File: config.mk
export PLATFORM = sky130hd
export DESIGN_NAME = asc_cordic_cell
export DESIGN_NICKNAME = d
export VERILOG_FILES = /design/src/design/asc_pkg.sv /design/src/design/asc_cordic_cell.sv
export SDC_FILE = /design/constraint.sdc
export NUM_CORES = 1
export LEC_CHECK = 0
export ABC_AREA = 0
export ABC_CLOCK_PERIOD_IN_PS = 19300
export BUFFER_PORTS_ARGS = -buffer_cell sky130_fd_sc_hd__buf_2
export CAP_MARGIN = 20
export CORE_MARGIN = 1
export CORE_UTILIZATION = 50
export CTS_CLUSTER_SIZE = 20
export DETAILED_ROUTE_END_ITERATION = 6
export PLACE_DENSITY = 0.78
export SYNTH_ARGS = -nofsm -noshare
export SYNTH_HDL_FRONTEND = slang
export SYNTH_SLANG_ARGS = --single-unit
File: constraint.sdc
create_clock -name clk -period 19.3 [get_ports clk]
set_clock_uncertainty 0.05 [all_clocks]
set_input_delay 2.895 -clock clk [delete_from_list [all_inputs] [get_ports clk]]
set_output_delay 2.895 -clock clk [all_outputs]
set_load 0.01 [all_outputs]
File: src/design/asc_pkg.sv
package asc_pkg;

  localparam int MAX_SEGMENTS      = 4096;
  localparam int CORDIC_ITERATIONS = 32;

  localparam int CNT_W   = 13;
  localparam int OUT_MAX = (1 << CNT_W) - 1;
  localparam int HI_SEG  = (MAX_SEGMENTS > OUT_MAX) ? OUT_MAX : MAX_SEGMENTS;
  localparam int IT_W    = $clog2(CORDIC_ITERATIONS);

  localparam int DIV_W  = 36;
  localparam int ROOT_W = 64;
  localparam int RREM_W = 36;
  localparam int CORD_W = 36;
  localparam int BASE_W = 4;
  localparam int BASE_STEPS = 11;

  localparam int DIV1_STEPS = 31;
  localparam int ROOT_STEPS = 32;
  localparam int DIV2_STEPS = DIV_W;
  localparam int ROOT_BASE  = DIV1_STEPS;
  localparam int COR_BASE   = ROOT_BASE + ROOT_STEPS;
  localparam int DIV2_BASE  = COR_BASE + CORDIC_ITERATIONS;
  localparam int LAST       = DIV2_BASE + DIV2_STEPS;

  localparam logic [DIV_W-1:0] QUARTER_PI = DIV_W'(64'hC90FDAA2);

  localparam logic [31:0] ATAN_SMALL [BASE_STEPS] = '{
    32'd3373259426, 32'd1991351318, 32'd1052175346, 32'd534100634, 32'd268086748,
    32'd134174063, 32'd67103403, 32'd33553749, 32'd16777131, 32'd8388597,
    32'd4194303
  };

  typedef enum logic [1:0] {
    REG_TOL        = 2'd0,
    REG_MIN        = 2'd1,
    REG_SWEEP_EPS  = 2'd2,
    REG_RADIUS_EPS = 2'd3
  } reg_idx_t;

  typedef struct packed {
    logic              vld;
    logic              skip;
    logic              refine;
    logic [DIV_W-1:0]  ang;
    logic [BASE_W-1:0] base;
  } side_t;

  typedef struct packed {
    logic [DIV_W-1:0] rem;
    logic [DIV_W-1:0] num;
    logic [DIV_W-1:0] dvs;
    logic [DIV_W-1:0] quo;
  } div_t;

  typedef struct packed {
    logic [ROOT_W-1:0] rad;
    logic [RREM_W-1:0] rem;
    logic [31:0]       root;
  } root_t;

  typedef struct packed {
    logic signed [CORD_W-1:0] x;
    logic signed [CORD_W-1:0] y;
    logic signed [CORD_W-1:0] z;
  } cord_t;

  // Rounded atan(2^-i) in Q0.32
  function automatic logic [CORD_W-1:0] atan_entry(input logic [IT_W-1:0] i);
    logic [CORD_W-1:0] r;
    int unsigned       k;
    k = i;
    if (k < BASE_STEPS) begin
      r = CORD_W'(ATAN_SMALL[k[3:0]]);
    end else if (k <= 32) begin
      r = CORD_W'(64'd1 << (32 - k));
    end else begin
      r = '0;
    end
    return r;
  endfunction

endpackage

File: src/design/asc_cordic_cell.sv
module asc_cordic_cell (
  input  logic                     clk,
  input  logic                     en,
  input  logic [asc_pkg::IT_W-1:0] iter,
  input  asc_pkg::cord_t           c_in,
  output asc_pkg::cord_t           c_out
);

  logic signed [asc_pkg::CORD_W-1:0] dx;
  logic signed [asc_pkg::CORD_W-1:0] dy;
  logic signed [asc_pkg::CORD_W-1:0] at;
  asc_pkg::cord_t                    c_nxt;
  asc_pkg::cord_t                    c_r;

  // Vectoring rotation: drive y towards zero
  always_comb begin
    dx = c_in.y >>> iter;
    dy = c_in.x >>> iter;
    at = $signed(asc_pkg::atan_entry(iter));
    if (!c_in.y[asc_pkg::CORD_W-1]) begin
      c_nxt.x = c_in.x + dx;
      c_nxt.y = c_in.y - dy;
      c_nxt.z = c_in.z + at;
    end else begin
      c_nxt.x = c_in.x - dx;
      c_nxt.y = c_in.y + dy;
      c_nxt.z = c_in.z - at;
    end
  end

  always_ff @(posedge clk) begin
    if (en) begin
      c_r <= c_nxt;
    end
  end

  assign c_out = c_r;

endmodule

* After elaboration in Yosys (flattened, before gate mapping)
Memory sizes are Yosys's and may differ from the RTL's.
Index checks and enable logic that the tools add are counted.
** Operators by class
- Add/subtract/negate cells :: 7
- Magnitude comparators :: 2
- Shifts and indexed selects :: 3
- Muxes and demuxes :: 4
- Bitwise operators :: 1
** Operator list (count)
- $add A36 B36 Y36 :: 3
- $mux W108 :: 1
- $sub A36 B36 Y36 :: 3
- $sshr A36 B5 Y36 :: 2
- $mux W32 :: 2
- $mux W36 :: 1
- $shl A1 B32 Y36 const A :: 1
- $sub A6 B5 Y7 const A :: 1
- $ge A5 B5 Y1 const B :: 1
- $lt A5 B4 Y1 const B :: 1
- $not A4 Y5 :: 1
** Word-level totals
- Register bits :: 108
- Memory bits (read-only) :: 512
- Input bits :: 115
- Output and inout bits :: 108
- Word-level logic and storage cells :: 21
- Memories :: 1
** Memory list
- (no name shown) :: words 16, bits a word 32, rd ports 1, clocked after Yosys merged registers in 0, wr ports 0, RTL line asc_pkg.sv:74 : r = CORD_W'(ATAN_SMALL[k[3:0]]);

* Depth between registers and ports, before layout
- Depth after elaboration :: 7
- Depth in mapped cells :: 32
- Gate-level depth less buffers :: 26

* Worst setup path before layout
OpenSTA, ideal clock, no wires.
- Path type :: input port to flip-flop
- Start :: input iter[1] in the netlist's numbering
- End :: register c_r, in the netlist c_out[35], data pin
- Library setup time :: 0.264 ns
- Arrival :: 9.071 ns
- Setup slack :: 9.915 ns
- Stages :: 32
- Path buffers :: 8
- Cells stage by stage :: buf_2 > inv_1 > buf_4 > buf_6 > buf_2 > buf_1 > ha_1 > clkbuf_1 > or3b_2 > buf_1 > o22ai_1 > clkbuf_1 > nor2_1 > inv_1 > ha_1 > inv_1 > nor2_1 > nand2_1 > nor2_1 > a31oi_1 > xnor2_1 > ha_1 > nand3_1 > nor3_1 > nand2b_1 > o21ai_0 > o31ai_1 > a31o_2 > a311o_1 > a31oi_1 > o32a_1 > nand4_1
** RTL lines
- start: declaration :: RTL line asc_cordic_cell.sv:4 : input logic [asc_pkg::IT_W-1:0] iter,
- end signal: assignment :: RTL line asc_cordic_cell.sv:33 : c_r <= c_nxt;
- end: declaration :: RTL line asc_cordic_cell.sv:13 : asc_pkg::cord_t c_r;

==> results.py <==
metrics = {
    "clock_tree": {
        "clk_pin_slew_ns": 0.08,
        "cts_tree": "done",
        "cts_hold_buf": 0,
        "clockBufferDepth": 2,
        "htreeDepth": 3,
        "post-cts-setup-buffers": 0,
        "numCtsBuffers": 9,
        "cts-root-buf": "clkbuf_16",
        "cts_resized": 0,
        "cts.sinks": 108,
    },
    "floorplanning": {
        "coreArea_mm2": 0.03370,
        "start_util": 0.5117,
        "row_count": 67,
        "num_io_pins": 223,
        "die_x_um": 187.7,
        "die_area_mm2": 0.03524,
        "chipHeight_um": 187.7,
    },
    "global_route": {
        "grt_remaining_overflow": 0,
        "grt_pass1_vias": 16340,
        "grt_use_total": 0.3328,
        "grt_pass1_wl_mm": 91.51,
        "antenna_found_initial": 3,
        "grt_max_degree": 90,
    },
    "logic_synthesis": {
        "muxShareOfSynthArea": 0.1905,
        "yosys.area_share.simple": 0.1646,
        "synth-xor-area-share": 0.08685,
        "synth_seq_cells": 108,
        "synth_edf_count": 108,
        "synth_top_family_by_area": "compound AO/OA/AOI/OAI gates",
        "syn_area_per_cell_um2": 8.931,
        "synth_area_mm2": 0.01725,
        "synth-async-reset-ratio": 0,
        "synth_nets": 2168,
        "ys_seq_area_frac": 0.1881,
        "synth_ff_type": "edfxtp_1",
        "synth_compound_area_frac": 0.2254,
        "synthAdderAreaFrac": 0.08982,
        "yosys_warnings": 0,
        "netlist_instances": 1931,
        "synth.distinct_cells": 93,
    },
    "setup_path": {
        "path_class": "in -> reg",
        "endpoint_kind": "flip-flop",
        "critPathMaxFanout": 89,
        "worstPathRequired_ns": 19.41,
        "start_kind": "primary input",
        "cp.arrival_ns": 10.53,
    },
    "pwr": {
        "power_density_mw_per_mm2": 71.31,
        "p_sw_uw": 561.0,
        "p_comb_frac": 0.571,
        "vdd_ir_drop_max_mv": 0.05549,
        "pwr-share-seq": 0.272,
        "p_clk_frac": 0.157,
        "p_int_uw": 772.4,
        "p_leak_uw": 0.007730,
        "sw_frac_of_total": 0.4207,
    },
    "timing": {
        "slew_violations": 0,
        "setup_violations": 0,
        "max_freq_mhz": 96.02,
        "rsz0062_at_grt": "false",
        "fin_crit_sh": 0.5396,
        "period_needed_ns": 10.41,
        "worst_pin_slew_ns": 1.129,
        "relSlewSlack": 0.2418,
        "hold_viol_final": 0,
        "fin_tns_setup_ns": 0,
    },
    "min_path": {
        "hold_path.class": "in -> reg",
    },
    "routing": {
        "drtIter0Drc": 2135,
        "drc_errors": 0,
        "vias": 17130,
        "wirelength_mm": 59.49,
        "routedWlPerCell_um": 23.50,
        "detail_route.vias_per_cell": 6.767,
        "first_pass_iters": 7,
        "antenna_left": 0,
    },
    "placement": {
        "hpwl_mm": 44.63,
        "place_congestion": 1.019,
        "portBuffers": 222,
    },
    "finish": {
        "final_util": 0.5549,
        "largest_register_ffs": 108,
        "layout_commonest_cell": "buf_2",
        "area_delta_synth_final_pct": 8.431,
        "final_cell_mix": "buf_2, nor2_1, a21oi_1",
        "final_nets": 2312,
        "fillCellCount": 3049,
        "drive_above_1_share": 0.1852,
    },
    "status": {
        "status": "finished, final reports clean",
    },
    "job": {
        "cap_violations": 0,
    },
}
synth_stat cells (33+ instances only):
cell | number | share of area
a21o_1 | 45 | 0.020
inv_1 | 58 | 0.013
nor3_1 | 33 | 0.0096
xor2_1 | 68 | 0.035
ha_1 | 119 | 0.086
a21oi_1 | 157 | 0.046
xnor2_1 | 103 | 0.052
mux4_2 | 69 | 0.090
nand3_1 | 54 | 0.016
mux2i_1 | 71 | 0.041
a31oi_1 | 47 | 0.017
clkbuf_1 | 39 | 0.0085
o21ai_0 | 90 | 0.026
nor2_1 | 174 | 0.038
edfxtp_1 | 108 | 0.19
nand2_1 | 148 | 0.032
nand2b_1 | 36 | 0.013
layout make-up:
cell class / count / area [um2] / area share
multi-input combinational: 1652 / 13060 / 0.6982
clock buffer: 9 / 225.2 / 0.01204
inverter: 61 / 229.0 / 0.01224
tap: 448 / 560.5 / 0.02998
sequential: 108 / 3243 / 0.1734
antenna: 4 / 10.01 / 0.0005353
clock inverter: 6 / 85.08 / 0.004550
timing repair buffer: 243 / 1290 / 0.06899
routing by layer:
metal | up-vias | GRT usage | share of wire
met2 | 1044 | 0.5355 | 0.46
li1 | 7748 | - | -
met3 | 227 | 0.06569 | 0.098
met4 | 2 | 0.1998 | 0.060
met1 | 8107 | 0.4125 | 0.38
met5 | - | 0 | 0.00013
power groups by stage:
| stage | sequential [uW] | clock [uW] | combinational, uW |
|---|---|---|---|
| after detailed placement | 368 | 0 | 743 |
| after floorplan | 403 | 0 | 497 |
| after global placement | 367 | 0 | 732 |
| after global routing | 368 | 219 | 826 |
| after CTS | 364 | 212 | 748 |
| final | 363 | 209 | 761 |
final timing paths:
path                 start          to  slack [ns]  cells past startpoint
setup / recovery   iter[0]  c_out[107]        8.89                     21
hold / removal    c_in[36]   c_out[36]        2.76                      2
critical path, stage by stage:
cell            delay, ns
buf_6                0.71
buf_4                0.70
mux4_1               0.69
mux2i_1              0.40
o22ai_1              0.16
a211oi_1             0.61
nand3_2              0.25
nor4b_4              0.68
a21oi_1              0.18
xnor2_1              0.16
ha_1                 0.42
nand3_1              0.18
or3_1                0.36
a2111oi_0            0.74
buf_4                0.26
a2111oi_0            0.09
dlymetal6s2s_1       0.20
nor2_1               0.25
a31oi_1              0.18
o2bb2ai_1            0.18
xnor2_1              0.12
per-stage QoR:
| step | setup slack (ns) | instances | cell area [um2] | hold WS (ns) | power [uW] |
|---|---|---|---|---|---|
| after floorplan | 9.915 | 1931 | 17250 | 2.958 | 900.3 |
| after global placement | 8.748 | 2510 | 18360 | 3.174 | 1099 |
| after detailed placement | 8.659 | 2510 | 18360 | 3.177 | 1111 |
| after CTS | 9.081 | 2525 | 18670 | 2.766 | 1324 |
| after global routing | 8.497 | 2529 | 18690 | 2.774 | 1414 |
| final | 8.886 | 2531 | 18700 | 2.764 | 1333 |
kinds of logic (layout without fill, tap and decap cells):
group / count (synthesis) / count (layout)
buf+inv: 171 / 319
xor+xnor: 171 / 171
mux: 192 / 192
simple gates: 582 / 582
fa+ha+maj: 122 / 122
compound gates: 585 / 585
flops: 108 / 108
other cells: 0 / 4
Note: power is estimated with default switching activity, not from simulation.
