**config.mk**
```make
export PLATFORM = sky130hd
export DESIGN_NAME = asc_div_cell
export DESIGN_NICKNAME = d
export VERILOG_FILES = /design/src/design/asc_pkg.sv /design/src/design/asc_div_cell.sv
export SDC_FILE = /design/constraint.sdc
export NUM_CORES = 1
export LEC_CHECK = 0
export BUFFER_PORTS_ARGS = -buffer_cell sky130_fd_sc_hd__buf_2
export CAP_MARGIN = 20
export CELL_PAD_IN_SITES_DETAIL_PLACEMENT = 1
export CELL_PAD_IN_SITES_GLOBAL_PLACEMENT = 2
export CORE_UTILIZATION = 33
export CTS_CLUSTER_DIAMETER = 40
export CTS_CLUSTER_SIZE = 28
export DETAILED_ROUTE_END_ITERATION = 10
export PLACE_DENSITY = 0.82
export SLEW_MARGIN = 20
export SYNTH_ARGS = -nofsm -noshare
export SYNTH_HDL_FRONTEND = slang
export SYNTH_SLANG_ARGS = --single-unit
```
**constraint.sdc**
```tcl
create_clock -name clk -period 8.3 [get_ports clk]
set_input_delay 2.49 -clock clk [delete_from_list [all_inputs] [get_ports clk]]
set_output_delay 2.49 -clock clk [all_outputs]
set_load 0.005 [all_outputs]
```
**src/design/asc_pkg.sv**
```systemverilog
package asc_pkg;

  localparam int MAX_SEGMENTS      = 4096;
  localparam int CORDIC_ITERATIONS = 32;

  localparam int CNT_W   = 13;
  localparam int OUT_MAX = (1 << CNT_W) - 1;
  localparam int HI_SEG  = (MAX_SEGMENTS > OUT_MAX) ? OUT_MAX : MAX_SEGMENTS;
  localparam int IT_W    = $clog2(CORDIC_ITERATIONS);

  localparam int DIV_W  = 36;
  localparam int ROOT_W = 64;
  localparam int RREM_W = 36;
  localparam int CORD_W = 36;
  localparam int BASE_W = 4;
  localparam int BASE_STEPS = 11;

  localparam int DIV1_STEPS = 31;
  localparam int ROOT_STEPS = 32;
  localparam int DIV2_STEPS = DIV_W;
  localparam int ROOT_BASE  = DIV1_STEPS;
  localparam int COR_BASE   = ROOT_BASE + ROOT_STEPS;
  localparam int DIV2_BASE  = COR_BASE + CORDIC_ITERATIONS;
  localparam int LAST       = DIV2_BASE + DIV2_STEPS;

  localparam logic [DIV_W-1:0] QUARTER_PI = DIV_W'(64'hC90FDAA2);

  localparam logic [31:0] ATAN_SMALL [BASE_STEPS] = '{
    32'd3373259426, 32'd1991351318, 32'd1052175346, 32'd534100634, 32'd268086748,
    32'd134174063, 32'd67103403, 32'd33553749, 32'd16777131, 32'd8388597,
    32'd4194303
  };

  typedef enum logic [1:0] {
    REG_TOL        = 2'd0,
    REG_MIN        = 2'd1,
    REG_SWEEP_EPS  = 2'd2,
    REG_RADIUS_EPS = 2'd3
  } reg_idx_t;

  typedef struct packed {
    logic              vld;
    logic              skip;
    logic              refine;
    logic [DIV_W-1:0]  ang;
    logic [BASE_W-1:0] base;
  } side_t;

  typedef struct packed {
    logic [DIV_W-1:0] rem;
    logic [DIV_W-1:0] num;
    logic [DIV_W-1:0] dvs;
    logic [DIV_W-1:0] quo;
  } div_t;

  typedef struct packed {
    logic [ROOT_W-1:0] rad;
    logic [RREM_W-1:0] rem;
    logic [31:0]       root;
  } root_t;

  typedef struct packed {
    logic signed [CORD_W-1:0] x;
    logic signed [CORD_W-1:0] y;
    logic signed [CORD_W-1:0] z;
  } cord_t;

  // Rounded atan(2^-i) in Q0.32
  function automatic logic [CORD_W-1:0] atan_entry(input logic [IT_W-1:0] i);
    logic [CORD_W-1:0] r;
    int unsigned       k;
    k = i;
    if (k < BASE_STEPS) begin
      r = CORD_W'(ATAN_SMALL[k[3:0]]);
    end else if (k <= 32) begin
      r = CORD_W'(64'd1 << (32 - k));
    end else begin
      r = '0;
    end
    return r;
  endfunction

endpackage

```
**src/design/asc_div_cell.sv**
```systemverilog
module asc_div_cell (
  input  logic          clk,
  input  logic          en,
  input  asc_pkg::div_t d_in,
  output asc_pkg::div_t d_out
);

  logic [asc_pkg::DIV_W:0] sh;
  logic                    ge;
  asc_pkg::div_t           d_nxt;
  asc_pkg::div_t           d_r;

  // One restoring quotient bit
  always_comb begin
    sh          = {d_in.rem, d_in.num[asc_pkg::DIV_W-1]};
    ge          = sh >= {1'b0, d_in.dvs};
    d_nxt.dvs   = d_in.dvs;
    d_nxt.num   = {d_in.num[asc_pkg::DIV_W-2:0], 1'b0};
    d_nxt.quo   = {d_in.quo[asc_pkg::DIV_W-2:0], ge};
    d_nxt.rem   = ge ? asc_pkg::DIV_W'(sh - {1'b0, d_in.dvs})
                     : sh[asc_pkg::DIV_W-1:0];
  end

  always_ff @(posedge clk) begin
    if (en) begin
      d_r <= d_nxt;
    end
  end

  assign d_out = d_r;

endmodule

```
# After elaboration in Yosys (flattened, before gate mapping)
# Cells that the tools add are included.
# totals
input_bits	146
reg_bits	143
out_inout_bits	144
word_cells	7
# op_classes
addsub	1
n_mux	1
magnitude_cmp	1
# op_table
cell	n
>= comparator 37 x 36 -> 1 bit	1
two-way mux 36 bit	1
subtractor 36 bit	1

# Logic depth before layout (Yosys ltp)
# Gate-level depths: netlist of run 1.
# depth
ltp_word	2
ltp_mapped	14
ltp_nobuf	11

# Worst setup path after synthesis of run 1
# No wires, ideal clock.
# synth_path
path_type	input to register
startpoint	in d_in[42] (netlist name)
endpoint	reg d_r, in the netlist d_out[112], data pin
stages	14
arrival_ns	4.942
setup_time_ns	0.260
slack_ns	3.097
path_cell_list	inv_1 > ha_1 > a21oi_2 > o21ai_1 > nor2b_1 > or3_1 > buf_6 > o211a_4 > o31a_1 > buf_6 > nor2_8 > inv_4 > buf_6 > mux2_4
# synth_lines
item	line	rtl
from (decl)	asc_div_cell.sv:4	input asc_pkg::div_t d_in,
to (signal assigned)	asc_div_cell.sv:26	d_r <= d_nxt;
to (decl)	asc_div_cell.sv:11	asc_pkg::div_t d_r;

==> results.py, run 1 <==
metrics = {
    "clock_network": {
        "ctsHtreeMaxLevel": 4,
        "cts_max_path_buffers": 2,
        "clock-sinks": 143,
        "hold_buffers": 0,
        "clk_pin_slew_worst_paths_ns": 0.07,
        "cts_root_buffer": "clkbuf_16",
        "cts_buffers": 17,
        "ctsResizeCount": 0,
        "post-cts-setup-buffer-count": 0,
        "cts_tree": "yes",
    },
    "layout": {
        "diodes": 0,
        "largest_register_ff_count": 143,
        "nNetsFinal": 1012,
        "instances_no_fill": 1117,
        "drive_gt1_share_pct": 42.16,
        "syn_to_final_growth_pct": 32.27,
    },
    "logic_synthesis": {
        "yosysWarnings": 0,
        "yosys-top-cells-area": "edfxtp_1, ha_1, mux2_4",
        "syn_area_um2": 7069,
        "synth_largest_area_cell": "edfxtp_1",
        "synth_area_per_cell_um2": 13.16,
        "syn_inst": 537,
        "yosysMostFrequentCell": "edfxtp_1",
        "synth_top_area_share_pct": 60.74,
        "synth-edff-count": 143,
        "ys_ff_latch": 143,
        "ys.flop_type": "edfxtp_1",
        "yosysUniqueCellTypes": 59,
        "ys_seq_area_share_pct": 60.74,
        "synth_nets": 720,
        "netlist_top_cells_count": "edfxtp_1, inv_1, a21oi_1",
        "synth-async-reset-ratio_pct": 0,
    },
    "route": {
        "vias": 5490,
        "drt_iter0_drc": 305,
        "wl_um": 22010,
        "drcViolationCount": 0,
        "postRouteAntennaNets": 0,
        "vias_per_cell": 4.915,
        "routedWlPerCell_um": 19.70,
        "firstDrtPassIters": 4,
    },
    "floorplanning": {
        "io_pins": 290,
        "die_h_um": 148.4,
        "dieWidth_um": 148.4,
        "die_area_um2": 22010,
        "core_um2": 21020,
        "num_rows": 53,
        "start_util_pct": 33.63,
    },
    "grt": {
        "grt_pass1_vias": 5689,
        "grt_pass1_wl_um": 33280,
        "overflow": 0,
        "grt_max_degree": 85,
        "grt_usage_pct": 20.34,
        "antenna_found_initial": 6,
    },
    "timing": {
        "tightest_slew_ns": 0.7666,
        "max_freq_mhz": 173.4,
        "setup_viol": 0,
        "worst_hold_slack_ns": 2.227,
        "fin_ws_ns": 2.533,
        "slew_viol_final": 0,
        "fin_crit_sh_pct": 69.48,
        "period_minus_slack_ns": 5.767,
        "finalHoldViolCount": 0,
        "setup-tns-final_ns": 0,
        "rsz0062_at_grt": "false",
        "relSlewSlack_pct": 48.46,
    },
    "run_status": {
        "status": "complete, no violations",
    },
    "power_and_ir_drop": {
        "max-vdd-ir-drop_mv": 0.1343,
        "pwr-share-clk_pct": 37.0,
        "combPwrFrac_pct": 19.0,
        "p_sw_share_pct": 28.42,
        "total_power_w": 0.002044,
        "power_switching_w": 0.0005808,
        "pwr-share-seq_pct": 43.9,
        "p_int_w": 0.001463,
        "p_leak_nw": 4.175,
        "power_density_nw_per_um2": 218.6,
    },
    "worst_setup_path": {
        "critical_path_required_ns": 8.48,
        "slowest_stage": "o31a_1",
        "crit_path_max_fanout": 31,
        "max_stage_delay_ns": 0.56,
        "crit_chain": "buf_2 -> inv_1 -> ha_1 -> nand3_1 -> o21bai_1 -> a311oi_1 -> or3_1 -> o211a_4 -> o31a_1 -> nor2_8 -> inv_4 -> mux2_1",
        "crit_arrival_ns": 5.95,
        "cp-start-kind": "primary input",
        "critPathKind": "in2reg",
        "end_kind": "flip-flop",
    },
    "min_path": {
        "worstHoldStart": "d_in[12]",
        "hold_class": "in2reg",
        "min_to": "d_out[13]",
        "holdPathStages": 1,
    },
    "placement": {
        "pre_cts_slack_ns": 2.034,
        "dp_hpwl_um": 16830,
        "place_inst": 1084,
        "gp_congestion": 0.8061,
        "portBuffers": 287,
    },
    "run": {
        "maxCapViolCount": 0,
    },
}
logic make-up (layout without fill, tap and decap cells):
family / after synthesis / count (layout) / synth area share [%]
XOR/XNOR: 28 / 28 / 3.469
multiplexers: 24 / 24 / 4.920
adder cells (fa/ha/maj): 37 / 37 / 6.655
flip-flops: 143 / 143 / 60.74
AND/OR/NAND/NOR: 104 / 104 / 7.452
buffers and inverters: 65 / 370 / 4.089
AO/OA/AOI/OAI: 135 / 135 / 12.62
other: 1 / 1 / 0.05305
power by group through the flow:
| stage | logic [W] | registers [W] | clock network (W) |
|---|---|---|---|
| 5_1_grt | 0.000429 | 0.000905 | 0.000802 |
| 3_5_place_dp | 0.000391 | 0.000915 | 0 |
| 4_1_cts | 0.000393 | 0.000900 | 0.000779 |
| 6_report | 0.000388 | 0.000898 | 0.000757 |
| 3_3_place_gp | 0.000382 | 0.000910 | 0 |
| 2_1_floorplan | 0.000200 | 0.000926 | 0 |
metal layers:
metal | wire length [µm] | GRT usage, % | up-vias
li1 | - | - | 2612
met1 | 8933 | 23.38 | 2655
met2 | 11040 | 35.31 | 179
met3 | 1526 | 6.043 | 34
met4 | 445 | 8.144 | 10
met5 | 63 | 0 | -
worst max-delay path: cells and delay by family:
family | cells | cell delay [ns]
and+or+nand+nor | 3 | 0.62
AOI/OAI and AO/OA | 4 | 1.47
buffers and inverters | 3 | 0.59
adders and majority gates | 1 | 0.37
muxes | 1 | 0.37
placed cells by master, fill, tap and decap left out, types with 4 or more instances in the layout:
master       n
mux2_4      21
o21bai_1     7
ha_1        36
nand4_1      8
xor2_1       4
and3_1       4
inv_1       47
nand3_1     13
nor2_1      21
buf_2      286
inv_8        6
nand2_1     22
a21o_1      15
nor3_1      13
o21ai_0     20
a21oi_1     42
or3_1        7
o211ai_1     5
clkbuf_16   17
nor2b_1      6
o31ai_1      4
xnor2_1     24
a31oi_1      4
inv_6        4
edfxtp_1   143
o21a_1       7
how the worst max path moves through the flow:
stage	from	endpoint	slack [ns]
final	d_in[40]	d_out[111]	2.53
after global routing	d_in[40]	d_out[111]	2.29
after CTS	d_in[48]	d_out[111]	2.49
after detailed placement	d_in[48]	d_out[111]	2.03
after global placement	d_in[48]	d_out[111]	2.05
after floorplan	d_in[42]	d_out[112]	3.10
per-stage QoR:
| stage | cell area [µm²] | utilization (%) |
|---|---|---|
| floorplan | 7069 | - |
| global placement | 8765 | 41.69 |
| detailed placement | 8765 | 41.69 |
| CTS | 9330 | 44.38 |
| global route | 9350 | 44.48 |
| finish | 9350 | 44.48 |
final cells by class:
| type | count | area (µm²) |
|---|---|---|
| Timing Repair Buffer | 290 | 1478 |
| Clock buffer | 17 | 425.4 |
| Multi-Input combinational cell | 329 | 2486 |
| Sequential cell | 143 | 4294 |
| Clock inverter | 15 | 140.1 |
| Inverter | 48 | 182.7 |
| Tap cell | 275 | 344.1 |
| Fill cell | 2358 | 11670 |
Power figures use the tool's default switching activity.
==> inputs of run 2 (changes only) <==
- CORE_UTILIZATION: 33 -> 28
- PLACE_DENSITY: 0.82 -> 0.74
- clock period: 8.3 -> 4.9 ns (I/O delays scaled with it)
==> results.py, run 2 (same netlist as run 1, synthesis figures left out) <==
metrics = {
    "power_and_ir_drop": {
        "combPwrFrac_pct": 19.2,
        "power_switching_w": 0.0009624,
        "pwr-share-seq_pct": 44.0,
        "p_leak_nw": 4.225,
        "p_int_w": 0.002490,
        "power_density_nw_per_um2": 363.1,
        "pwr-share-clk_pct": 36.8,
        "max-vdd-ir-drop_mv": 0.2254,
        "p_sw_share_pct": 27.88,
    },
    "worst_setup_path": {
        "critical_path_required_ns": 5.07,
        "critPathKind": "in2reg",
        "cp-start-kind": "primary input",
        "crit_path_max_fanout": 14,
        "crit_chain": "buf_2 -> inv_1 -> ha_1 -> nor2b_1 -> o21bai_1 -> a311oi_1 -> or3_1 -> o211a_4 -> o31a_1 -> nor2_8 -> inv_4 -> buf_12 -> mux2_4",
        "crit_start": "d_in[37]",
        "end_kind": "flip-flop",
        "cp-endpoint": "d_out[132]",
        "slowest_stage": "or3_1",
        "max_stage_delay_ns": 0.43,
        "crit_arrival_ns": 4.32,
    },
    "grt": {
        "grt_max_degree": 77,
        "overflow": 0,
        "antenna_found_initial": 4,
        "grt_pass1_vias": 5481,
        "grt_usage_pct": 16.46,
        "grt_pass1_wl_um": 32140,
    },
    "route": {
        "vias": 5396,
        "drcViolationCount": 0,
        "wl_met1_um": 8772,
        "routedWlPerCell_um": 18.23,
        "postRouteAntennaNets": 0,
        "firstDrtPassIters": 4,
        "wl_um": 21440,
        "vias_per_cell": 4.588,
        "drt_iter0_drc": 272,
        "wl_met3_um": 1683,
        "wl_met2_um": 10640,
        "highest_layer": "met5",
    },
    "layout": {
        "drive_gt1_share_pct": 42.82,
        "syn_to_final_growth_pct": 34.48,
        "fillers": 2722,
        "layout_common_cells": "buf_2, edfxtp_1, inv_1, a21oi_1, ha_1",
        "nNetsFinal": 1020,
        "largest_register_ff_count": 143,
        "final-seq-area_um2": 4294,
        "final_common_cell": "buf_2",
        "multi_input_area_um2": 2486,
    },
    "run": {
        "maxCapViolCount": 0,
    },
    "clock_network": {
        "cts_root_buffer": "clkbuf_16",
        "clock-sinks": 143,
        "ctsHtreeMaxLevel": 4,
        "post-cts-setup-buffer-count": 0,
        "ctsResizeCount": 0,
        "hold_buffers": 0,
        "cts_tree": "yes",
        "clk_pin_slew_worst_paths_ns": 0.07,
        "cts_max_path_buffers": 2,
        "cts_buffers": 17,
    },
    "floorplanning": {
        "start_util_pct": 28.81,
        "die_h_um": 160.9,
        "io_pins": 290,
        "die_area_um2": 25890,
        "num_rows": 57,
        "dieWidth_um": 160.9,
        "core_um2": 24530,
    },
    "placement": {
        "gp_congestion": 0.8214,
        "pre_cts_slack_ns": 0.2608,
        "dp_hpwl_um": 16800,
        "portBuffers": 287,
    },
    "timing": {
        "finalHoldViolCount": 0,
        "fin_ws_ns": 0.7464,
        "rsz0062_at_grt": "false",
        "fin_crit_sh_pct": 84.77,
        "period_minus_slack_ns": 4.154,
        "max_freq_mhz": 240.8,
        "slew_viol_final": 0,
        "setup-tns-final_ns": 0,
        "relSlewSlack_pct": 52.84,
        "tightest_slew_ns": 0.7075,
        "setup_viol": 0,
    },
    "run_status": {
        "status": "complete, no violations",
    },
    "min_path": {
        "hold_class": "in2reg",
        "worstHoldStart": "d_in[18]",
    },
}
-- run 2: worst min path at each step --
stage / endpoint / slack [ns] / cells past startpoint
floorplan: d_out[100] / 1.57 / 0
global placement: d_out[100] / 1.65 / 1
detailed placement: d_out[34] / 1.65 / 1
CTS: d_out[34] / 1.20 / 1
global route: d_out[20] / 1.20 / 1
finish: d_out[19] / 1.21 / 1
-- run 2: final cells by class --
| cell class | count | area share, % |
|---|---|---|
| Sequential cell | 143 | 45.17 |
| Multi-Input combinational cell | 329 | 26.15 |
| Timing Repair Buffer | 298 | 16.44 |
| Clock buffer | 17 | 4.475 |
| Tap cell | 324 | 4.264 |
| Inverter | 48 | 1.922 |
| Clock inverter | 15 | 1.527 |
| Antenna cell | 2 | 0.05265 |
-- run 2: per-layer routing --
| layer | vias up | track usage [%] |
|---|---|---|
| met2 | 181 | 28.37 |
| met5 | - | 0 |
| met4 | 4 | 4.631 |
| li1 | 2622 | - |
| met3 | 18 | 5.320 |
| met1 | 2571 | 19.51 |
-- run 2: worst max-delay path, delay by kind of cell --
family | cells | cell delay (ns)
AOI/OAI and AO/OA | 4 | 0.95
adders and majority gates | 1 | 0.32
buffers and inverters | 4 | 0.51
muxes | 1 | 0.29
and+or+nand+nor | 3 | 0.76
-- run 2: power by group through the flow --
| stage | sequential (W) | combinational (W) | clock, W |
|---|---|---|---|
| 2_1_floorplan | 0.00157 | 0.000338 | 0 |
| 3_3_place_gp | 0.00154 | 0.000667 | 0 |
| 3_5_place_dp | 0.00155 | 0.000674 | 0 |
| 4_1_cts | 0.00152 | 0.000678 | 0.00132 |
| 5_1_grt | 0.00153 | 0.000734 | 0.00135 |
| 6_report | 0.00152 | 0.000663 | 0.00127 |
-- run 2: metrics by stage --
stage	area, µm²	utilization [%]	total power (W)	std cells	hold slack (ns)
5_1_grt	9504	38.74	0.003615	1175	1.199
6_report	9507	38.75	0.003452	1176	1.215
2_1_floorplan	7069	-	0.001906	537	1.569
3_3_place_gp	8931	36.40	0.002210	1142	1.647
3_5_place_dp	8931	36.40	0.002222	1142	1.648
4_1_cts	9502	38.73	0.003520	1174	1.196
