[config.mk]
export PLATFORM = sky130hd
export DESIGN_NAME = asc_root_cell
export DESIGN_NICKNAME = d
export VERILOG_FILES = /design/src/design/asc_pkg.sv /design/src/design/asc_root_cell.sv
export SDC_FILE = /design/constraint.sdc
export NUM_CORES = 1
export LEC_CHECK = 0
export ABC_AREA = 1
export BUFFER_PORTS_ARGS = -buffer_cell sky130_fd_sc_hd__buf_2
export CAP_MARGIN = 15
export CORE_MARGIN = 2
export CORE_UTILIZATION = 45
export CTS_CLUSTER_DIAMETER = 150
export DETAILED_ROUTE_END_ITERATION = 10
export HOLD_SLACK_MARGIN = 0.05
export PLACE_DENSITY = 0.74
export SLEW_MARGIN = 20
export SYNTH_ARGS = -nofsm -noshare
export SYNTH_HDL_FRONTEND = slang
export SYNTH_SLANG_ARGS = --single-unit
export TNS_END_PERCENT = 5
[constraint.sdc]
create_clock -name clk -period 1.9 [get_ports clk]
set_input_delay 0.095 -clock clk [delete_from_list [all_inputs] [get_ports clk]]
set_output_delay 0.095 -clock clk [all_outputs]
set_load 0.05 [all_outputs]
[src/design/asc_pkg.sv]
package asc_pkg;

  localparam int MAX_SEGMENTS      = 4096;
  localparam int CORDIC_ITERATIONS = 32;

  localparam int CNT_W   = 13;
  localparam int OUT_MAX = (1 << CNT_W) - 1;
  localparam int HI_SEG  = (MAX_SEGMENTS > OUT_MAX) ? OUT_MAX : MAX_SEGMENTS;
  localparam int IT_W    = $clog2(CORDIC_ITERATIONS);

  localparam int DIV_W  = 36;
  localparam int ROOT_W = 64;
  localparam int RREM_W = 36;
  localparam int CORD_W = 36;
  localparam int BASE_W = 4;
  localparam int BASE_STEPS = 11;

  localparam int DIV1_STEPS = 31;
  localparam int ROOT_STEPS = 32;
  localparam int DIV2_STEPS = DIV_W;
  localparam int ROOT_BASE  = DIV1_STEPS;
  localparam int COR_BASE   = ROOT_BASE + ROOT_STEPS;
  localparam int DIV2_BASE  = COR_BASE + CORDIC_ITERATIONS;
  localparam int LAST       = DIV2_BASE + DIV2_STEPS;

  localparam logic [DIV_W-1:0] QUARTER_PI = DIV_W'(64'hC90FDAA2);

  localparam logic [31:0] ATAN_SMALL [BASE_STEPS] = '{
    32'd3373259426, 32'd1991351318, 32'd1052175346, 32'd534100634, 32'd268086748,
    32'd134174063, 32'd67103403, 32'd33553749, 32'd16777131, 32'd8388597,
    32'd4194303
  };

  typedef enum logic [1:0] {
    REG_TOL        = 2'd0,
    REG_MIN        = 2'd1,
    REG_SWEEP_EPS  = 2'd2,
    REG_RADIUS_EPS = 2'd3
  } reg_idx_t;

  typedef struct packed {
    logic              vld;
    logic              skip;
    logic              refine;
    logic [DIV_W-1:0]  ang;
    logic [BASE_W-1:0] base;
  } side_t;

  typedef struct packed {
    logic [DIV_W-1:0] rem;
    logic [DIV_W-1:0] num;
    logic [DIV_W-1:0] dvs;
    logic [DIV_W-1:0] quo;
  } div_t;

  typedef struct packed {
    logic [ROOT_W-1:0] rad;
    logic [RREM_W-1:0] rem;
    logic [31:0]       root;
  } root_t;

  typedef struct packed {
    logic signed [CORD_W-1:0] x;
    logic signed [CORD_W-1:0] y;
    logic signed [CORD_W-1:0] z;
  } cord_t;

  // Rounded atan(2^-i) in Q0.32
  function automatic logic [CORD_W-1:0] atan_entry(input logic [IT_W-1:0] i);
    logic [CORD_W-1:0] r;
    int unsigned       k;
    k = i;
    if (k < BASE_STEPS) begin
      r = CORD_W'(ATAN_SMALL[k[3:0]]);
    end else if (k <= 32) begin
      r = CORD_W'(64'd1 << (32 - k));
    end else begin
      r = '0;
    end
    return r;
  endfunction

endpackage

[src/design/asc_root_cell.sv]
module asc_root_cell (
  input  logic           clk,
  input  logic           en,
  input  asc_pkg::root_t r_in,
  output asc_pkg::root_t r_out
);

  logic [asc_pkg::RREM_W-1:0] rem_sh;
  logic [31:0]                root_sh;
  logic [asc_pkg::RREM_W-1:0] trial;
  asc_pkg::root_t             r_nxt;
  asc_pkg::root_t             r_r;

  // One digit of the square root
  always_comb begin
    rem_sh    = {r_in.rem[asc_pkg::RREM_W-3:0], r_in.rad[asc_pkg::ROOT_W-1 -: 2]};
    root_sh   = {r_in.root[30:0], 1'b0};
    trial     = asc_pkg::RREM_W'({root_sh, 1'b1});
    r_nxt.rad = {r_in.rad[asc_pkg::ROOT_W-3:0], 2'b00};
    if (rem_sh >= trial) begin
      r_nxt.rem  = rem_sh - trial;
      r_nxt.root = root_sh | 32'd1;
    end else begin
      r_nxt.rem  = rem_sh;
      r_nxt.root = root_sh;
    end
  end

  always_ff @(posedge clk) begin
    if (en) begin
      r_r <= r_nxt;
    end
  end

  assign r_out = r_r;

endmodule

== Word-level counts from Yosys, hierarchy flattened ==
Index checks and enable logic that the tools add are counted.
W data, S select, Z words.
Storage, ports and cells
  register bits after elaboration: 130
  memories: 0
  latch bits: 0
  memory bits (read-only): 0
  logic and storage cells: 6
  output and inout bits: 132
  bits of input ports: 134
  RAM bits: 0
Cells by class
  $mul: 0
  equal/unequal tests: 0
  bitwise operators: 0
  reductions and logical operators: 0
  shift-type cells: 0
  muxes and demuxes: 1
  add/sub/neg operators: 1
  magnitude comparators: 1
  divide/modulo/power cells: 0
Operators by type and width (count)
  $mux W68: 1
  $ge A36 B33 Y1: 1
  $sub A36 B33 Y36: 1

== Longest topological paths before layout ==
Gate-level depths: netlist of the first run.
  depth after elaboration: 2
  gate-level depth with buffers: 16
  depth with buffers taken out: 16

== Worst setup path before layout of the first run ==
Ideal clock, no wire load.
  kind: input -> register
  start: in r_in[17] (netlist bit)
  end: reg r_r (netlist bit r_out[52]) (data pin)
  library setup time: 0.252 ns
  path buffers: 1
  stages on the path: 12
  data required time: 1.648 ns
  arrival: 1.488 ns
  slack: 0.159 ns
  path through: inv_1 ha_1 nand2_2 nor2_4 nand2_2 nor2_2 nand4_1 nor3_2 nor2_4 buf_6 nand2_1 nand2_1
RTL lines
  start, declared: line asc_root_cell.sv:4  | input asc_pkg::root_t r_in,
  end signal, assigned: line asc_root_cell.sv:31  | r_r <= r_nxt;
  end, declared: line asc_root_cell.sv:12  | asc_pkg::root_t r_r;

==> results of run 1 <==
==> worst min-delay path, stage by stage <==
cell and delay, ns:
buf_2 0.09, nand2_1 0.06, a21oi_2 0.12
==> logic make-up after synthesis <==
family	count (synthesis)
flops	130
fa+ha+maj	33
xor+xnor	19
compound gates	33
other cells	1
buf+inv	170
simple gates	489
==> path summary, 6_finish.rpt <==
kind,from,depth (start not counted),endpoint
worst max-delay path,r_in[5],14,r_out[56]$_DFFE_PP_
worst min-delay path,r_in[63],3,r_out[65]$_DFFE_PP_
==> cells in the final DEF (no fill, tap or decap), types with 2 or more instances in the layout <==
cell / count
a21oi_1: 22
a21oi_2: 4
buf_12: 5
buf_2: 259
buf_4: 78
clkbuf_16: 17
clkinv_4: 2
clkinvlp_4: 2
conb_1: 2
dlygate4sd3_1: 126
edfxtp_1: 130
ha_1: 33
inv_1: 161
inv_6: 5
inv_8: 4
nand2_1: 358
nand2_2: 15
nand3_1: 31
nand3_2: 2
nand3b_1: 2
nand4_1: 8
nor2_1: 54
nor2_2: 5
nor2_4: 4
nor3_1: 6
o21ai_0: 3
o21bai_1: 4
xor2_1: 18
==> per-layer routing <==
layer,global-route usage,vias to the layer above,routed length [microns]
li1,-,3704,-
met1,0.3330,3363,9901
met2,0.5003,289,12120
met3,0.06344,48,1609
met4,0.1123,2,786
met5,0,-,17
==> layout make-up <==
class | instances | area [sq um]
fill | 1277 | 4592
clock inverter | 15 | 142.6
tap | 216 | 270.3
inverter | 162 | 608.1
multi-input combinational | 576 | 2804
clock buffer | 17 | 425.4
sequential | 130 | 3904
timing repair buffer | 469 | 3254
==> stage by stage <==
stage               hold WS, ns  cells  setup WS (ns)  instance area, sq um  utilization
floorplan                0.1939    876         0.1595                  7398            -
finish                  0.05448   1585         0.1951                 11410       0.7130
global route            0.05452   1585        0.04759                 11410       0.7130
detailed placement       0.2731   1427        -0.2016                  9579       0.5987
global placement         0.2712   1427        -0.1954                  9579       0.5987
CTS                     0.05231   1585         0.2414                 11410       0.7130
==> where the power goes <==
| group | leakage, nW | switching [mW] | internal [mW] |
|---|---|---|---|
| Combinational | 4.34 | 2.02 | 0.989 |
| Clock | 0.276 | 1.48 | 1.73 |
| Sequential | 1.27 | 0.0802 | 3.50 |
| Total | 5.89 | 3.58 | 6.22 |
==> repair_timing <==
item	CTS	global route
hold buffers	126	0
setup buffers	0	0
endpoints found under the hold margin	126	0
==> impl_metrics.toml, run 1 <==
[synth]
synthCells = 875
synth-simple-area-share = 0.2741
yosysTopAreaCellShare = 0.5279
synth_flop_cell = "edfxtp_1"
synth.most_common_cell = "nand2_1"
synth_area_per_cell_sq_um = 8.451
synth_common_cells = "nand2_1 (358), inv_1 (161), edfxtp_1 (130)"
netlist_area_sq_um = 7395
synth_top_family_by_area = "simple AND/OR/NAND/NOR gates"
synth_async_sr_flop_share = 0
synthXorXnorAreaFrac = 0.02250
synth_compound_area_frac = 0.02572
yosys-top-cells-area = "edfxtp_1 (53%), nand2_1 (18%), inv_1 (8.2%)"
synth-seq-cells = 130
ys_types = 27
synth-adder-area-share = 0.05584
yosysSeqAreaShare = 0.5279
yosysTopAreaCell = "edfxtp_1"
ys_warn_count = 0
synthMuxAreaShare = 0
synth_edf_count = 130

[clock_network]
ctsResizeCount = 0
cts_buffers = 17
path_clk_slew_ns = 0.06
clockRootBuffer = "clkbuf_16"
cts_buffer_depth = 2
cts_tree = "done"
htree_levels = 4
cts_num_sinks = 130

[cells_and_area]
largest_register_ffs = 130
layout-drive-gt1-share = 0.2980
diodes = 0
nets = 1523
area_growth_pct = 54.28

[setup_path]
cp.arrival_ns = 1.89
worstPathRequired_ns = 2.08
path_class = "in2reg"
cpLargestDelayFamily = "simple AND/OR/NAND/NOR gates"
cp_max_fo = 4
slowest_delay_ns = 0.35
critical_path.most_common_cell = "nand2_1"
worst_setup_path_end_kind = "flop"
path_cells = "buf_2 > inv_1 > ha_1 > nand2_1 > nor2_1 > o21ai_0 > nand2_1 > nand2_1 > nand2_1 > nand2_1 > nand3_1 > nand2_1 > nand2_1 > nand2_1"
cp_slowest_cell = "ha_1"
critPathBufInv = 2
start_kind = "input pin"

[floorplanning]
die_h_microns = 132.2
start_util = 0.4622
std_cell_rows = 46
ioPinCount = 266
die_area_sq_um = 17470
die_x_microns = 132.2
core-area_sq_um = 16000

[flow_run]
cap_viol_max_count = 0

[timing]
fin_setup_tns_ns = 0
finalHoldViolCount = 0
finalSetupViolCount = 0
max_freq_ghz = 0.5865
post-route-min-period_ns = 1.705
period_share = 0.8973
rsz0062_at_grt = "no"
slew_violations = 0

[detailed_routing]
wire_per_inst_microns = 15.42
drt_pass1_iterations = 5
vias_per_cell = 4.673
vias = 7406
ant_nets = 0
drc_errors = 0
detail_route.iter0.violations = 419
drt_wl_total_microns = 24430

[place]
place.gp.congestion = 0.9450
hpwl_microns = 17040
port_buffers = 260

[global_route]
grt_first_pass_wirelength_microns = 38380
track_usage = 0.2824
antenna_found_initial = 1
gr-total-overflow = 0
grt_max_degree = 40
grt_pass1_vias = 7601

[worst_hold_path]
hp-class = "in2reg"

[power]
ir_drop_uv = 597.5
power.leakage_nw = 5.892
power_density_nw_per_um2 = 859.8
p_total_mw = 9.809

[run_status]
status = "completed"
(Power assumes the default switching activity.)
==> inputs of run 2 (changes only) <==
--- a/config.mk
+++ b/config.mk
@@ -9,11 +9,11 @@
 export BUFFER_PORTS_ARGS = -buffer_cell sky130_fd_sc_hd__buf_2
 export CAP_MARGIN = 15
 export CORE_MARGIN = 2
-export CORE_UTILIZATION = 45
+export CORE_UTILIZATION = 50
 export CTS_CLUSTER_DIAMETER = 150
 export DETAILED_ROUTE_END_ITERATION = 10
 export HOLD_SLACK_MARGIN = 0.05
-export PLACE_DENSITY = 0.74
+export PLACE_DENSITY = 0.8
 export SLEW_MARGIN = 20
 export SYNTH_ARGS = -nofsm -noshare
 export SYNTH_HDL_FRONTEND = slang
==> impl_metrics.toml, run 2 (synthesis results as in run 1) <==
[place]
place.gp.congestion = 0.9121
hpwl_microns = 17450
port_buffers = 260
place_inst = 1394
place_area_sq_um = 9515

[setup_path]
cp.arrival_ns = 2.08
path_class = "in2reg"
worst_setup_path_end_kind = "flop"
critical_path.most_common_cell = "nand2_1"
start_kind = "input pin"
cp_max_fo = 6
cp_slowest_cell = "ha_4"
path_cells = "buf_2 > inv_1 > ha_4 > nand2_1 > nor2_4 > inv_1 > nor3_4 > nand4_1 > nor3_2 > nor2_4 > buf_12 > clkbuf_16 > nand2_1 > nand2_1"
worstPathRequired_ns = 2.07
slowest_delay_ns = 0.29

[detailed_routing]
drt_wl_total_microns = 29930
vias_per_cell = 5.208
ant_nets = 0
wire_per_inst_microns = 19.21
drc_errors = 0
vias = 8114
drt_pass1_iterations = 7
detail_route.iter0.violations = 799

[power]
ir_drop_uv = 626.8
p_total_mw = 10.21
power_density_nw_per_um2 = 880.0
power.leakage_nw = 5.932

[clock_network]
cts_buffers = 17
cts_tree = "done"
cts_num_sinks = 130
clockRootBuffer = "clkbuf_16"
htree_levels = 4
cts_buffer_depth = 2
path_clk_slew_ns = 0.06

[timing]
fin_ws_ns = -0.005715
post-route-min-period_ns = 1.906
finalHoldViolCount = 0
slew_violations = 0
finalSetupViolCount = 1
period_share = 1.003
max_freq_ghz = 0.5247
holdWs_ns = 0.05981

[floorplanning]
ioPinCount = 266
die_area_sq_um = 15780
start_util = 0.5107
die_h_microns = 125.6
die_x_microns = 125.6
core-area_sq_um = 14480
std_cell_rows = 44

[global_route]
grtUsageMet2 = 0.6127
grt_pass1_vias = 7825
track_usage = 0.3467
top_usage_layer = "met2"
use_met1 = 0.4190
grt_max_degree = 76
met3_usage = 0.07434
gr-total-overflow = 0
grt_first_pass_wirelength_microns = 42080
antenna_found_initial = 0

[cells_and_area]
layout-drive-gt1-share = 0.3117
largest_register_ffs = 130
fin_cells = 1558
nets = 1528
final_util = 0.8015
area_growth_pct = 56.94
finalInstanceArea_sq_um = 11600
final_cell_mix = "nand2_1 (355), buf_2 (259), inv_1 (161), edfxtp_1 (130), dlygate4sd3_1 (126)"
layout_commonest_cell = "nand2_1"

[run_status]
violations = "setup timing"
status = "finished with violations"

[worst_hold_path]
hp-class = "in2reg"

[flow_run]
cap_viol_max_count = 0
[run 2: cell count changes in the layout (fill, tap and decap cells not counted), moves of 2 or more]
cell / change
ha_1: -10
ha_4: +10
buf_4: +4
inv_8: -4
clkinv_4: +3
nand2_1: -3
nand2_2: +3
bufinv_16: +2
clkbuf_16: +2
nor2_1: -2
nor2_4: +2
[run 2: through the flow]
stage	TNS [ns]	setup slack [ns]
after floorplan	0	0.1595
after CTS	0	0.2318
final	-0.005715	-0.005715
after global placement	-4.083	-0.1482
after detailed placement	-5.109	-0.1708
after global routing	-0.1114	-0.03036
[run 2: final cells by class]
cell class / instances / area [sq um]
Timing Repair Buffer: 474 / 3323
Inverter: 162 / 608.1
Tap cell: 184 / 230.2
Clock buffer: 17 / 425.4
Fill cell: 873 / 2874
Clock inverter: 14 / 156.4
Multi-Input combinational cell: 576 / 2955
Antenna cell: 1 / 2.502
Sequential cell: 130 / 3904
[run 2: final timing paths]
| path | from | cells past startpoint | slack (ns) | end |
|---|---|---|---|---|
| setup / recovery | r_in[11] | 14 | -0.006 | r_out[49]$_DFFE_PP_ |
| hold / removal | r_in[63] | 3 | 0.06 | r_out[65]$_DFFE_PP_ |
[run 2: timing repair]
action | CTS | global route
setup endpoints to repair | 0 | 30
setup buffers | 0 | 4
resized for setup | 0 | 19
hold buffers | 126 | 0
hold endpoints to repair | 126 | 0
[run 2: critical path: cells and delay by family]
family,cells,cell delay (ns)
buffers and inverters,5,0.58
AND/OR/NAND/NOR,8,1.10
adder cells (fa/ha/maj),1,0.29
[run 2: power breakdown]
part | internal [mW] | total, mW | switching (mW) | leakage, nW
Clock | 1.95 | 3.39 | 1.44 | 0.284
Combinational | 1.04 | 3.22 | 2.19 | 4.38
Sequential | 3.50 | 3.60 | 0.0949 | 1.27
Total | 6.49 | 10.2 | 3.72 | 5.93
[run 2: layer usage]
metal / vias to the layer above / part of all wire
met2: 559 / 0.48
met4: 0 / 0.055
met5: - / 0
met1: 3707 / 0.37
li1: 3708 / -
met3: 140 / 0.096
==> inputs of run 3 (changes only) <==
--- a/config.mk
+++ b/config.mk
@@ -6,14 +6,13 @@
 export NUM_CORES = 1
 export LEC_CHECK = 0
 export ABC_AREA = 1
-export BUFFER_PORTS_ARGS = -buffer_cell sky130_fd_sc_hd__buf_2
 export CAP_MARGIN = 15
 export CORE_MARGIN = 2
 export CORE_UTILIZATION = 50
 export CTS_CLUSTER_DIAMETER = 150
 export DETAILED_ROUTE_END_ITERATION = 10
+export DONT_BUFFER_PORTS = 1
 export HOLD_SLACK_MARGIN = 0.05
-export PLACE_DENSITY = 0.8
 export SLEW_MARGIN = 20
 export SYNTH_ARGS = -nofsm -noshare
 export SYNTH_HDL_FRONTEND = slang
==> impl_metrics.toml, run 3 (synthesis results as in run 1) <==
[run_status]
status = "finished with violations"
violations = "hold timing"

[timing]
holdWs_ns = -0.2252
max_slew.worst_pin.slew_ns = 0.5774
fin_ws_ns = 0.2133
finalSetupViolCount = 0
rsz0062_at_grt = "no"
period_share = 0.8877
max_freq_ghz = 0.5929
maxSlewHeadroom = 0.6159
slew_violations = 0
post-route-min-period_ns = 1.687
finalHoldViolCount = 131

[detailed_routing]
drt_pass1_iterations = 4
vias_per_cell = 4.969
wire_per_inst_microns = 17.93
vias = 6380
ant_nets = 0
drt_wl_total_microns = 23020
drc_errors = 0
detail_route.iter0.violations = 510

[setup_path]
start_kind = "input pin"
startpoint = "r_in[65]"
critical_path.most_common_cell = "nand2_1"
cp_slowest_cell = "dlygate4sd3_1"
cpLargestDelayFamily = "buffers and inverters"
path_class = "in2reg"
slowest_delay_ns = 0.55
worst_setup_path_end_kind = "flop"
worstPathRequired_ns = 2.08
path_cells = "dlygate4sd3_1 > inv_1 > nand2_1 > nor2_2 > nand2_1 > a21oi_1 > nor2_1 > nand3_2 > nor2_4 > buf_12 > nand2_1 > nand2_1"
cp_max_fo = 30
cp.arrival_ns = 1.87
crit_path_end = "r_out[47]$_DFFE_PP_"
critical_path_depth = 12
critPathBufInv = 3

[place]
port_buffers = 0
place.gp.congestion = 0.9279
dp_worst_setup_slack_ns = -0.1114
hpwl_microns = 16060
place_inst = 1124

[floorplanning]
die_h_microns = 125.6
die_area_sq_um = 15780
ioPinCount = 266
die_x_microns = 125.6
core-area_sq_um = 14480
std_cell_rows = 44
start_util = 0.5107

[clock_network]
path_clk_slew_ns = 0.06
htree_levels = 4
cts_buffer_depth = 2
postCtsSetupBuffers = 0
cts_tree = "done"
postCtsHoldBufs = 128
cts_buffers = 17
clockRootBuffer = "clkbuf_16"
cts_num_sinks = 130

[cells_and_area]
area_growth_pct = 36.11
final_cell_mix = "nand2_1 (358), inv_1 (161), edfxtp_1 (130), dlygate4sd3_1 (128), buf_4 (69)"
nets = 1254
fin_cells = 1284
largest_register_ffs = 130
layout_commonest_cell = "nand2_1"
layout-drive-gt1-share = 0.1247

[power]
ir_drop_uv = 662.6
p_total_mw = 9.873
power_density_nw_per_um2 = 981.0
power.leakage_nw = 4.856

[global_route]
grt_pass1_vias = 6335
track_usage = 0.2916
gr-total-overflow = 0
grt_first_pass_wirelength_microns = 34820
antenna_found_initial = 1
grt_max_degree = 131

[flow_run]
cap_viol_max_count = 0

[worst_hold_path]
hp-class = "in2reg"
==> run 3: cell count changes in the layout (fill, tap and decap cells not counted), sizes merged <==
cell	change
bufinv	+3
buf	-274
clkbuf	-2
dlygate4sd3	+2
clkinv	-3
==> run 3: cell type report <==
cell class,count,area (sq um)
clock buffers,17,425.4
flip-flops and latches,130,3904
well taps,184,230.2
repair buffers,200,1859
inverters,162,608.1
diodes,1,2.502
clock inverters,14,229.0
multi-input cells,576,2806
fillers,1109,4414
==> run 3: through the flow <==
stage | utilization | hold slack, ns | TNS [ns] | instance area (sq um)
2_1_floorplan | - | 0.1939 | 0 | 7398
3_3_place_gp | 0.5611 | 0.1939 | -2.644 | 8124
3_5_place_dp | 0.5611 | 0.1939 | -2.709 | 8124
4_1_cts | 0.6948 | -0.2351 | 0 | 10060
5_1_grt | 0.6951 | -0.2358 | 0 | 10060
6_report | 0.6951 | -0.2252 | 0 | 10060
==> run 3: per-layer routing <==
layer  vias to the layer above  wire, microns  track usage
li1                       3163              -            -
met1                      2951           9717       0.3708
met2                       240          11420       0.4989
met3                        26           1464      0.07009
met4                         0            411      0.08431
met5                         -              0            0
==> run 3: report_power, final <==
group	switching (mW)	leakage, nW	total, mW	internal, mW
Clock	1.36	0.318	3.70	2.35
Sequential	1.12	1.27	4.65	3.53
Combinational	0.823	3.27	1.52	0.693
Total	3.30	4.86	9.87	6.57
==> run 3: how the worst min path moves through the flow <==
stage / start / to / slack (ns) / cells past startpoint
2_1_floorplan: r_in[98] / r_out[100]$_DFFE_PP_ / 0.19 / 0
3_3_place_gp: r_in[126] / r_out[128]$_DFFE_PP_ / 0.19 / 0
3_5_place_dp: r_in[72] / r_out[74]$_DFFE_PP_ / 0.19 / 0
4_1_cts: en / r_out[62]$_DFFE_PP_ / -0.24 / 0
5_1_grt: en / r_out[62]$_DFFE_PP_ / -0.24 / 0
6_report: en / r_out[62]$_DFFE_PP_ / -0.23 / 0
==> run 3: repair_timing <==
item / 4_1_cts / 5_1_grt
setup endpoints to repair: 0 / 5
hold endpoints to repair: 259 / 131
resized for setup: 0 / 1
